### src/rtl/mm_ram.sv
// ----------------------------------------------------------------------------
// mm_ram
// Generic single-write, single-read RAM with registered read data.
// ----------------------------------------------------------------------------
`default_nettype none

module mm_ram #(
  parameter int unsigned Width = 32,
  parameter int unsigned Depth = 64,
  localparam int unsigned AddrW = (Depth > 1) ? $clog2(Depth) : 1
) (
  input  wire logic             clk_i,
  input  wire logic             we_i,
  input  wire logic [AddrW-1:0] waddr_i,
  input  wire logic [Width-1:0] wdata_i,
  input  wire logic             re_i,
  input  wire logic [AddrW-1:0] raddr_i,
  output logic      [Width-1:0] rdata_o
);

  logic [Width-1:0] mem_q [Depth];

  always_ff @(posedge clk_i) begin
    if (we_i) begin
      mem_q[waddr_i] <= wdata_i;
    end
    if (re_i) begin
      rdata_o <= mem_q[raddr_i];
    end
  end

endmodule

`default_nettype wire

### config.mk
export PLATFORM = sky130hd
export DESIGN_NAME = mm_ram
export DESIGN_NICKNAME = d
export VERILOG_FILES = /design/src/rtl/mm_ram.sv
export SDC_FILE = /design/constraint.sdc
export NUM_CORES = 2
export LEC_CHECK = 0
export CAP_MARGIN = 0
export CORE_UTILIZATION = 35
export DETAILED_ROUTE_END_ITERATION = 12
export DONT_BUFFER_PORTS = 1
export GPL_TIMING_DRIVEN = 0
export PLACE_DENSITY = 0.56
export SYNTH_ARGS = -nofsm -noshare
export SYNTH_HDL_FRONTEND = slang
export SYNTH_SLANG_ARGS = --single-unit
export TNS_END_PERCENT = 1
### constraint.sdc
create_clock -name clk_i -period 7.05 [get_ports clk_i]
set_clock_uncertainty 0.2 [all_clocks]
set_input_delay 0 -clock clk_i [delete_from_list [all_inputs] [get_ports clk_i]]
set_output_delay 0 -clock clk_i [all_outputs]
set_load 0.01 [all_outputs]
# ---- Word-level counts from Yosys, hierarchy flattened
# Memory sizes are Yosys's and may differ from the RTL's. A register that Yosys moved wholly into a read port is not among the register bits.
# Cells that the tools add are included.
dict set report word_totals {
  register_bits 0
  ramBits 2048
  output_inout_bits 32
  word_cells 3
  memories 1
  inputBits 47
}
dict set report classes {
  mux 2
}
# name words word_bits rd rd_clocked_by_memory_dff wr line
set memory_table {}
lappend memory_table {mem_q 64 32 1 1 1 21} ;# logic [Width-1:0] mem_q [Depth];
# operator count
set op_table {}
lappend op_table {{two-way mux 1 bit} 2}

# ---- Depth between registers and ports, before layout
dict set report depth {
  depth_word 2
  mapped_depth 10
  mapped_depth_nobuf 5
}

# ---- Least setup slack after synthesis
# No wires, ideal clock.
dict set report synth_path {
  path_type {in2reg}
  start {input waddr_i[3]}
  end {memory mem_q[48][0], enable pin}
  required_time_ns 6.389
  arrival_ns 2.699
  path_slack_ns 3.690
  path_stages 4
  path_buffers 1
  cell_sequence {clkbuf_1 > nor2b_1 > nand4b_1 > nor3_1}
}
# element line
set synth_lines {}
lappend synth_lines {{start: declaration} 14} ;# input wire logic [AddrW-1:0] waddr_i,
lappend synth_lines {{end: declaration} 21}
# No word-level cell before the write port.

==> flow_metrics.py <==
metrics = {
    "routing": {
        "first_iter_violations": 5876,
        "dr_total_vias": 39280,
        "wl_per_cell_um": 36.20,
        "firstDrtPassIters": 8,
        "ant_nets": 0,
        "viasPerCell": 5.723,
        "drt_wl_total_mm": 248.5,
        "route.detailed.drc": 0,
    },
    "clock_tree": {
        "cts_made_buffers": 205,
        "holdBufCountCts": 94,
        "path_clk_slew_ns": 0.06,
        "cts_tree": "yes",
        "cts_setup_buffers": 0,
        "root_buffer": "clkbuf_16",
        "post_cts_resize_count": 0,
        "ctsLongestPathBuffers": 3,
        "cts_sinks": 2080,
        "clk_latency_ns": 0.86,
        "h-tree-depth": 4,
    },
    "power": {
        "ir_worst_vdd_mv": 0.1964,
        "p_total_mw": 26.29,
        "p_sw_share_pct": 22.42,
        "power_frac_seq_pct": 52.3,
        "clock_power_share_pct": 41.8,
        "power.density_nw_per_um2": 282.7,
        "pwr-share-comb_pct": 5.9,
        "p_leak_nw": 28.55,
        "cellInternalPower_mw": 20.39,
        "power.net_switching_mw": 5.894,
    },
    "synthesis": {
        "synth_edf_count": 2080,
        "synth_cell_type_count": 33,
        "syn_nets": 3371,
        "netlist_area_um2": 78840,
        "postSynth.asyncResetShare_pct": 0,
        "ys_top_cells_by_area": "edfxtp_1 (79%), mux4_2 (16%), mux2i_1 (1.2%), o22ai_1 (0.67%), nor2_1 (0.65%)",
        "syn_inst": 3324,
        "synth_seq_area_share_pct": 79.23,
        "synth-seq-cells": 2080,
        "syn_area_per_cell_um2": 23.72,
        "synth_ff_type": "edfxtp_1",
        "yosys_warnings": 0,
        "yosys.area.top_type": "edfxtp_1",
        "synth_top_area_share_pct": 79.23,
    },
    "timing": {
        "slew_violations": 11,
        "whs_ns": 0.01779,
        "fin_crit_ns": 4.112,
        "maxSlewHeadroom_pct": -0.9270,
        "fin_tns_setup_ns": 0,
        "period_share_pct": 58.33,
        "max_freq_mhz": 243.2,
        "setup_violations": 0,
        "rsz0062_at_grt": "false",
        "hold_viol": 0,
        "worst_pin_slew_ns": 1.514,
    },
    "worst_setup_path": {
        "r2r_setup_slack_ns": 3.85,
        "crit_required_ns": 7.36,
        "cp_max_fo": 10,
        "worstSetupEndpointType": "flop",
        "criticalPathCategory": "in2reg",
        "worstPathArrival_ns": 4.43,
        "worstSetupStartpointType": "input pin",
    },
    "placement": {
        "gp_congestion": 0.8825,
        "io_buffers": 0,
        "dp.cells": 6379,
        "place_hpwl_mm": 156.3,
    },
    "finish": {
        "final_util_pct": 41.70,
        "final_nets": 3752,
        "drive_above_1_share_pct": 28.86,
        "area_growth_syn_to_layout_pct": 17.93,
        "fin_cells": 6863,
    },
    "die": {
        "die-area_um2": 227100,
        "ios": 79,
        "initial_core_util_pct": 35.36,
        "die_w_um": 476.6,
        "core_area_um2": 223000,
        "die_y_um": 476.6,
        "row_count": 173,
    },
    "outcome": {
        "violations": "max-capacitance violations, max-slew violations",
        "status": "complete, but fails checks",
    },
    "global_route": {
        "antenna_found_initial": 19,
        "grt_max_degree": 65,
        "grt_first_pass_wirelength_mm": 334.2,
        "grt.overflow.total": 0,
        "track_usage_pct": 21.68,
        "grt_pass1_vias": 38390,
    },
    "min_path": {
        "min_path_type": "in2reg",
    },
    "run": {
        "maxCapViolCount": 1,
    },
}
[registers in the layout (all words and copies together) (netlist names)]
register / cells
rdata_o: 32
mem_q: 2048
[synthesized netlist by cell type (all sizes together) (7+ instances only)]
library cell,instances
mux4,544
a311oi,8
buf,108
nor2b,15
nand2,26
nor2,137
a21oi,62
nand2b,8
a22oi,12
o221ai,27
mux2i,93
o22ai,84
clkbuf,74
edfxtp,2080
nor3,7
[worst max-delay path, cell delays in order]
cell      delay, ns
buf_2          0.44
buf_2          0.44
buf_2          0.45
buf_1          1.05
nand3b_1       0.61
o221ai_1       0.53
a21oi_1        0.21
a21oi_1        0.42
nor2_1         0.23
[path summary, 6_finish.rpt]
check                       to  cells past startpoint     startpoint
setup / recovery   rdata_o[15]                      9     raddr_i[1]
hold / removal    mem_q[63][2]                      2     wdata_i[2]
setup reg to reg   rdata_o[18]                      4  mem_q[27][18]
hold reg to reg     rdata_o[8]                      4   mem_q[12][8]
[cell usage in the layout (no fill, tap or decap), types with 25 or more instances in the layout]
cell	instances
edfxtp_1	2080
mux4_2	544
clkbuf_16	206
clkbuf_1	109
mux2i_1	93
o22ai_1	84
nor2_1	75
a21oi_1	62
nor2_4	62
buf_12	60
buf_2	58
dlygate4sd3_1	53
buf_16	50
clkinv_1	46
clkinv_2	42
o221ai_1	27
nand2_1	26
buf_4	25
[metrics by stage]
stage          area [um^2]  worst slack, ns
2_1_floorplan        78840            3.690
3_3_place_gp         82560         -0.02951
3_5_place_dp         84630            2.329
4_1_cts              92950            3.226
5_1_grt              92950            3.208
6_report             92970            2.938
[power by group through the flow]
stage               combinational [mW]  clock (mW)  sequential, mW
floorplan                        0.666           0            14.0
global placement                  1.18           0            14.0
detailed placement                1.21           0            14.0
CTS                               1.55        11.1            13.8
global route                      1.59        11.5            13.8
finish                            1.56        11.0            13.8
[cell type report]
type                            count  area (um^2)
Clock inverter                    136         1380
Sequential cell                  2080        62460
Timing Repair Buffer              174         3236
Antenna cell                       11        27.53
Fill cell                       19150       130000
Clock buffer                      243         5294
Buffer                            182        889.6
Multi-Input combinational cell   1062        15970
Tap cell                         2975         3722
[routing by layer]
| layer | routed length, um | share of wire, % | vias up | track usage [%] |
|---|---|---|---|---|
| met5 | 0 | 0 | - | 0 |
| met4 | 9980 | 4.0 | 0 | 8.176 |
| met3 | 24140 | 9.7 | 389 | 4.547 |
| met2 | 117500 | 47 | 2256 | 34.18 |
| met1 | 96850 | 39 | 21510 | 29.57 |
| li1 | - | - | 15120 | - |
[cells by family after synthesis]
logic type | Yosys count | synth area share (%)
DFF | 2080 | 79.23
muxes | 637 | 16.72
and+or+nand+nor | 223 | 1.260
AOI/OAI and AO/OA | 202 | 1.666
buffers and inverters | 182 | 1.124
Note: power is estimated with default switching activity, not from simulation.
