[src/rtl/mm_pkg.sv]
// ----------------------------------------------------------------------------
// mm_pkg
// Shared types and codes for the matrix multiply block.
// ----------------------------------------------------------------------------
`default_nettype none

package mm_pkg;

  localparam int unsigned DimW  = 4;
  localparam int unsigned ProdW = 64;
  localparam int unsigned FuncW = 2;
  localparam int unsigned CfgW  = 2;

  localparam logic [FuncW-1:0] FuncLoadA   = 2'd0;
  localparam logic [FuncW-1:0] FuncLoadB   = 2'd1;
  localparam logic [FuncW-1:0] FuncCompute = 2'd2;

  localparam logic [CfgW-1:0] CfgRowsA = 2'd0;
  localparam logic [CfgW-1:0] CfgColsA = 2'd1;
  localparam logic [CfgW-1:0] CfgRowsB = 2'd2;
  localparam logic [CfgW-1:0] CfgColsB = 2'd3;

  typedef enum logic [1:0] {
    StIdle,
    StMac,
    StDrain,
    StOut
  } st_e;

  typedef struct packed {
    logic mul_en;
    logic acc_clr;
    logic acc_en;
  } mac_ctrl_t;

endpackage

`default_nettype wire

[src/rtl/mm_mac.sv]
// ----------------------------------------------------------------------------
// mm_mac
// Shared multiply-accumulate unit: registered signed product, then a
// saturating 64-bit accumulate.
// ----------------------------------------------------------------------------
`default_nettype none

module mm_mac #(
  parameter int unsigned ValueWidth = 32
) (
  input  wire logic                         clk_i,
  input  wire mm_pkg::mac_ctrl_t            ctrl_i,
  input  wire logic signed [ValueWidth-1:0] a_i,
  input  wire logic signed [ValueWidth-1:0] b_i,
  output logic signed [mm_pkg::ProdW-1:0]   acc_o
);

  localparam int unsigned MulW = 2 * ValueWidth;

  logic signed [MulW-1:0]          mul;
  logic signed [mm_pkg::ProdW-1:0] prod_q;
  logic signed [mm_pkg::ProdW-1:0] acc_q, acc_d;
  logic        [mm_pkg::ProdW:0]   sum;

  assign mul = a_i * b_i;
  assign sum = {acc_q[mm_pkg::ProdW-1], acc_q} + {prod_q[mm_pkg::ProdW-1], prod_q};

  always_comb begin
    if (sum[mm_pkg::ProdW] != sum[mm_pkg::ProdW-1]) begin
      // overflow: clamp toward the sign of the true sum
      acc_d = sum[mm_pkg::ProdW] ? {1'b1, {(mm_pkg::ProdW-1){1'b0}}}
                                 : {1'b0, {(mm_pkg::ProdW-1){1'b1}}};
    end else begin
      acc_d = sum[mm_pkg::ProdW-1:0];
    end
  end

  always_ff @(posedge clk_i) begin
    if (ctrl_i.mul_en) begin
      prod_q <= mm_pkg::ProdW'(mul);
    end
    if (ctrl_i.acc_clr) begin
      acc_q <= '0;
    end else if (ctrl_i.acc_en) begin
      acc_q <= acc_d;
    end
  end

  assign acc_o = acc_q;

endmodule

`default_nettype wire

[config.mk]
export PLATFORM = sky130hd
export DESIGN_NAME = mm_mac
export DESIGN_NICKNAME = d
export VERILOG_FILES = /design/src/rtl/mm_pkg.sv /design/src/rtl/mm_mac.sv
export SDC_FILE = /design/constraint.sdc
export NUM_CORES = 2
export LEC_CHECK = 0
export ABC_AREA = 0
export BUFFER_PORTS_ARGS = -buffer_cell sky130_fd_sc_hd__buf_2
export CELL_PAD_IN_SITES_DETAIL_PLACEMENT = 1
export CELL_PAD_IN_SITES_GLOBAL_PLACEMENT = 2
export CORE_ASPECT_RATIO = 0.6
export CORE_UTILIZATION = 43
export DETAILED_ROUTE_END_ITERATION = 7
export PLACE_DENSITY = 0.87
export SLEW_MARGIN = 20
export SYNTH_ARGS = -nofsm -noshare
export SYNTH_HDL_FRONTEND = slang
export SYNTH_SLANG_ARGS = --single-unit
[constraint.sdc]
create_clock -name clk_i -period 10.7 [get_ports clk_i]
set_input_delay 0.535 -clock clk_i [delete_from_list [all_inputs] [get_ports clk_i]]
set_output_delay 0.535 -clock clk_i [all_outputs]
set_load 0.02 [all_outputs]
# After elaboration in Yosys (flattened, before gate mapping)
# Index checks and enable logic that the tools add are counted.
[totals]
reg_bits = 128
in_bits = 68
out_inout_bits = 64
wordCells = 7
[op_classes]
addsub = 1
mul = 1
n_eq_ne = 1
mux = 2
[ops]
columns = ["operator", "count"]
rows = [
  ["$mux W64", 2],
  ["$add A64 B64 Y65", 1],
  ["$mul A32 B32 Y64", 1],
  ["$ne A1 B1 Y1", 1],
]

# Depth between registers and ports, before layout
[depth]
word_depth = 3
mapped_depth = 30
mapped_depth_nobuf = 29

# Least setup slack after synthesis
# OpenSTA, ideal clock, no wires.
[synth_timing]
path_type = "input -> register"
from = "in a_i[31]"
to = "reg prod_q[61] (netlist bit) (data pin)"
setup_ns = 0.269
arrival_ns = 7.825
t_required_ns = 10.431
slack_ns = 2.606
cell_stages = 26
path_buffers = 2
cell_sequence = "clkbuf_1 nand2_1 inv_1 fa_1 inv_1 fa_1 inv_1 fa_1 fa_1 fa_1 fa_1 fa_1 fa_1 ha_1 clkbuf_1 nand2_1 nor4_2 a221oi_1 and3_1 o211a_1 o311a_1 o21ai_1 a41oi_1 nor2b_1 o31ai_1 xor2_1"
[synth_via]
elab_chain_cells = 1
[synth_lines]
columns = ["item", "line_no", "text"]
rows = [
  ["start, declared", "mm_mac.sv:13", "input wire logic signed [ValueWidth-1:0] a_i,"],
  ["$mul A32 B32 Y64", "mm_mac.sv:25", "assign mul = a_i * b_i;"],
  ["named net mul[61]", "mm_mac.sv:20", "logic signed [MulW-1:0] mul;"],
  ["end signal, assigned", "mm_mac.sv:40", "prod_q <= mm_pkg::ProdW'(mul);"],
  ["end, declared", "mm_mac.sv:21", "logic signed [mm_pkg::ProdW-1:0] prod_q;"],
]
# The timed path passes the listed nets, and every way through them passes these cells.
# A chain may end at the register's enable or synchronous reset.

# Worst setup path after layout
[layout_timing]
from = "in b_i[5]"
to = "reg prod_q[62] (netlist bit) (data pin)"
[layout_via]
elab_chain_cells = 1
[layout_lines]
columns = ["item", "line_no", "text"]
rows = [
  ["start, declared", "mm_mac.sv:14", "input wire logic signed [ValueWidth-1:0] b_i,"],
  ["$mul A32 B32 Y64", "mm_mac.sv:25", ""],
  ["named net mul[62]", "mm_mac.sv:20", ""],
]
# The timed path passes the listed nets, and every way through them passes these cells.

==> flow_summary.toml <==
[status]
run_status = "complete, no violations"

[grt]
grt_antenna_before_repair = 5
pin_count_of_the_biggest_net_entering_global_routing = 70
globalRouteOverflowTotal = 0
groute.usage.overall_pct = 26.2
grt_first_pass_wirelength_um = 214000
grt_pass1_vias = 36500

[sta]
setup_viol = 0
clock.fmax_mhz = 106
period_minus_slack_ns = 9.42
final_min_period_over_clock_period_pct = 88.1
tightest_slew_margin_relative_to_the_limit_pct = 28.0
timing.clock.skew_ns = 0.0145
final.setup.tns_ns = 0
rsz_0062_raised_after_global_routing = "false"
maxSlewViolCount = 0
final-hold-violation-count = 0
timing_worst_slew_pin_value_ns = 1.07

[cts]
cts_buffer_depth = 3
tritoncts_clock_tree = "built"
cts.reportedPaths.clkPinSlew_ns = 0.05
clk-insertion-delay-late_ns = 0.49
cts_hold_buf = 0
cts-resized-gates = 0
cts.htree.levels = 4
tritoncts_num_sinks = 128
post_cts.repair.setup_buffers = 0
cts_inserted_buffers = 25
clock-root-buffer = "sky130_fd_sc_hd__clkbuf_16"

[cells_and_area]
num-nets-final = 6152
final_layout_size_suffix_gt1_share_pct = 5.19
final_cells = 6157
layout.cells.most_common = "sky130_fd_sc_hd__fa_1"
area_growth_pct = 4.93
layout_common_cells = "sky130_fd_sc_hd__fa_1 (1083), sky130_fd_sc_hd__inv_1 (1041), sky130_fd_sc_hd__nand2_1 (589)"
finish.utilization_pct = 45.6

[synthesis]
mappedNetlistNets = 6239
post_synth_num_cell_types = 87
synth.yosys.seq_area_share_pct = 7.15
synth-async-reset-ratio_pct = 0
synth.yosys.warnings = 0
netlist_instances = 4840
ys.flop_type = "sky130_fd_sc_hd__edfxtp_1"
postSynthAreaPerCell_um2 = 9.26
synth_enable_flop_cells = 64
mappedNetlistArea_um2 = 44800
synth.ff_latch_count = 128

[placed_design]
placement.io_buffers = 131
post-dp-hpwl_um = 111000
globalplace.congestion = 0.890
placed_cells_incl_taps = 6121

[die]
floorplan.initialDensity_pct = 43.5
row_count = 91
core_area_um2 = 103000
die_area_um2 = 106000
die-width_um = 419
ioPinCount = 132
fp.dieH_um = 252

[route]
dr_total_vias = 32800
detail_route.iter0.violations = 1987
wl_per_cell_um = 21.8
route.final.wire_length_um = 134000
antenna_left = 0
drc_errors = 0
via_density_per_instance = 5.32
drt_pass1_iterations = 5

[worst_setup_path]
critical_path.endpoint_type = "flop"
timing.critical_path.slowest_cell_delay_ns = 0.91
timing.critical_path.fanout_max = 32
crit_path_top_delay_cell = "sky130_fd_sc_hd__fa_1"
critical_path.top_delay_family = "adder cells"
startpoint_type = "primary input"
crit_buf_inv = 8
worst_ep_arrival_time_ns = 9.64
worst_ep_required_time_ns = 10.91
cpMostUsedCell = "sky130_fd_sc_hd__fa_1"
worstSetupPathType = "in -> reg"

[run]
maxCapViolCount = 0

[min_path]
holdCritPathClass = "reg -> reg"
[layout make-up]
cell class	count	area, um^2
Tap cell	1395	1750
Timing Repair Buffer	148	786
Antenna cell	3	7.51
Inverter	1042	3910
Fill cell	11900	56000
Clock inverter	5	25.0
Clock buffer	28	657
Multi-Input combinational cell	3408	36700
Sequential cell	128	3200
[registers in the layout (all words and copies together) (netlist names)]
| name | cells |
|---|---|
| prod_q | 64 |
| acc_o | 64 |
[per-layer routing]
layer	GRT usage (%)	share of wire, %	vias to the layer above	routed length [um]
met5	0	0	-	0
met4	4.64	1.8	0	2460
met3	2.79	4.7	139	6260
met2	42.2	47	787	62600
met1	38.5	47	17500	62900
li1	-	-	14300	-
[worst paths after layout]
check / slack, ns / end / from / cells past startpoint
worst min register to register: 0.51 / acc_o[7]$_SDFFE_PP0P_ / acc_o[7]$_SDFFE_PP0P_ / 2
worst max register to register: 5.50 / acc_o[27]$_SDFFE_PP0P_ / prod_q[13]$_DFFE_PP_ / 13
worst min-delay path: 0.51 / acc_o[7]$_SDFFE_PP0P_ / acc_o[7]$_SDFFE_PP0P_ / 2
worst max-delay path: 1.28 / prod_q[62]$_DFFE_PP_ / b_i[5] / 26
[Yosys cell counts (all sizes together), types with 3 or more instances]
library cell | instances | share of area (%)
ha | 248 | 6.9
o211ai | 17 | 0.28
nor2b | 16 | 0.22
a211oi | 55 | 0.93
a31oi | 23 | 0.32
a41oi | 4 | 0.078
and2 | 501 | 7.0
nand2b | 26 | 0.36
o21bai | 17 | 0.31
o31a | 3 | 0.059
clkbuf | 246 | 2.1
edfxtp | 64 | 4.3
a21boi | 6 | 0.10
a211o | 4 | 0.078
nor2 | 147 | 1.2
o21ai | 84 | 0.95
a2111oi | 7 | 0.22
and3 | 18 | 0.25
and4 | 4 | 0.078
buf | 16 | 0.24
maj3 | 40 | 1.0
or4 | 3 | 0.050
o21a | 18 | 0.30
nand3 | 37 | 0.41
a311o | 3 | 0.067
xnor2 | 93 | 1.8
or2 | 7 | 0.098
nand2 | 590 | 4.9
a22oi | 4 | 0.067
fa | 1083 | 48
o31ai | 12 | 0.23
nor4 | 6 | 0.11
a311oi | 9 | 0.19
dfxtp | 64 | 2.9
nand4 | 25 | 0.35
xor2 | 35 | 0.70
nor3 | 22 | 0.25
inv | 1041 | 8.7
a21o | 60 | 1.0
or3 | 7 | 0.098
a21oi | 137 | 1.5
o22ai | 3 | 0.056
[kinds of logic (layout without fill, tap and decap cells)]
group                    after synthesis  after routing  synth area share [%]
buffers and inverters               1304           1223                  11.0
other                                  0              3                     0
flip-flops                           128            128                  7.15
XOR/XNOR                             128            128                  2.53
adder cells (fa/ha/maj)             1371           1371                  56.3
AO/OA/AOI/OAI                        488            488                  7.29
AND/OR/NAND/NOR                     1419           1419                  15.6
multiplexers                           2              2                0.0502
[per-stage QoR]
stage	hold WS (ns)	instance area, um^2	setup WS [ns]
3_3_place_gp	0.494	46300	1.27
3_5_place_dp	0.498	46300	0.945
6_report	0.506	47000	1.28
4_1_cts	0.495	47000	1.41
2_1_floorplan	0.557	44800	2.61
5_1_grt	0.528	47000	0.718
[tightest hold or removal path, stage by stage, from the launching register on]
cell and delay (ns):
sky130_fd_sc_hd__dfxtp_1 0.33, sky130_fd_sc_hd__nand2_1 0.07, sky130_fd_sc_hd__a21oi_1 0.05
Power is left out: the tool's default activity adds up to more than one toggle a clock period on the data nets, which glitch-free logic cannot reach.
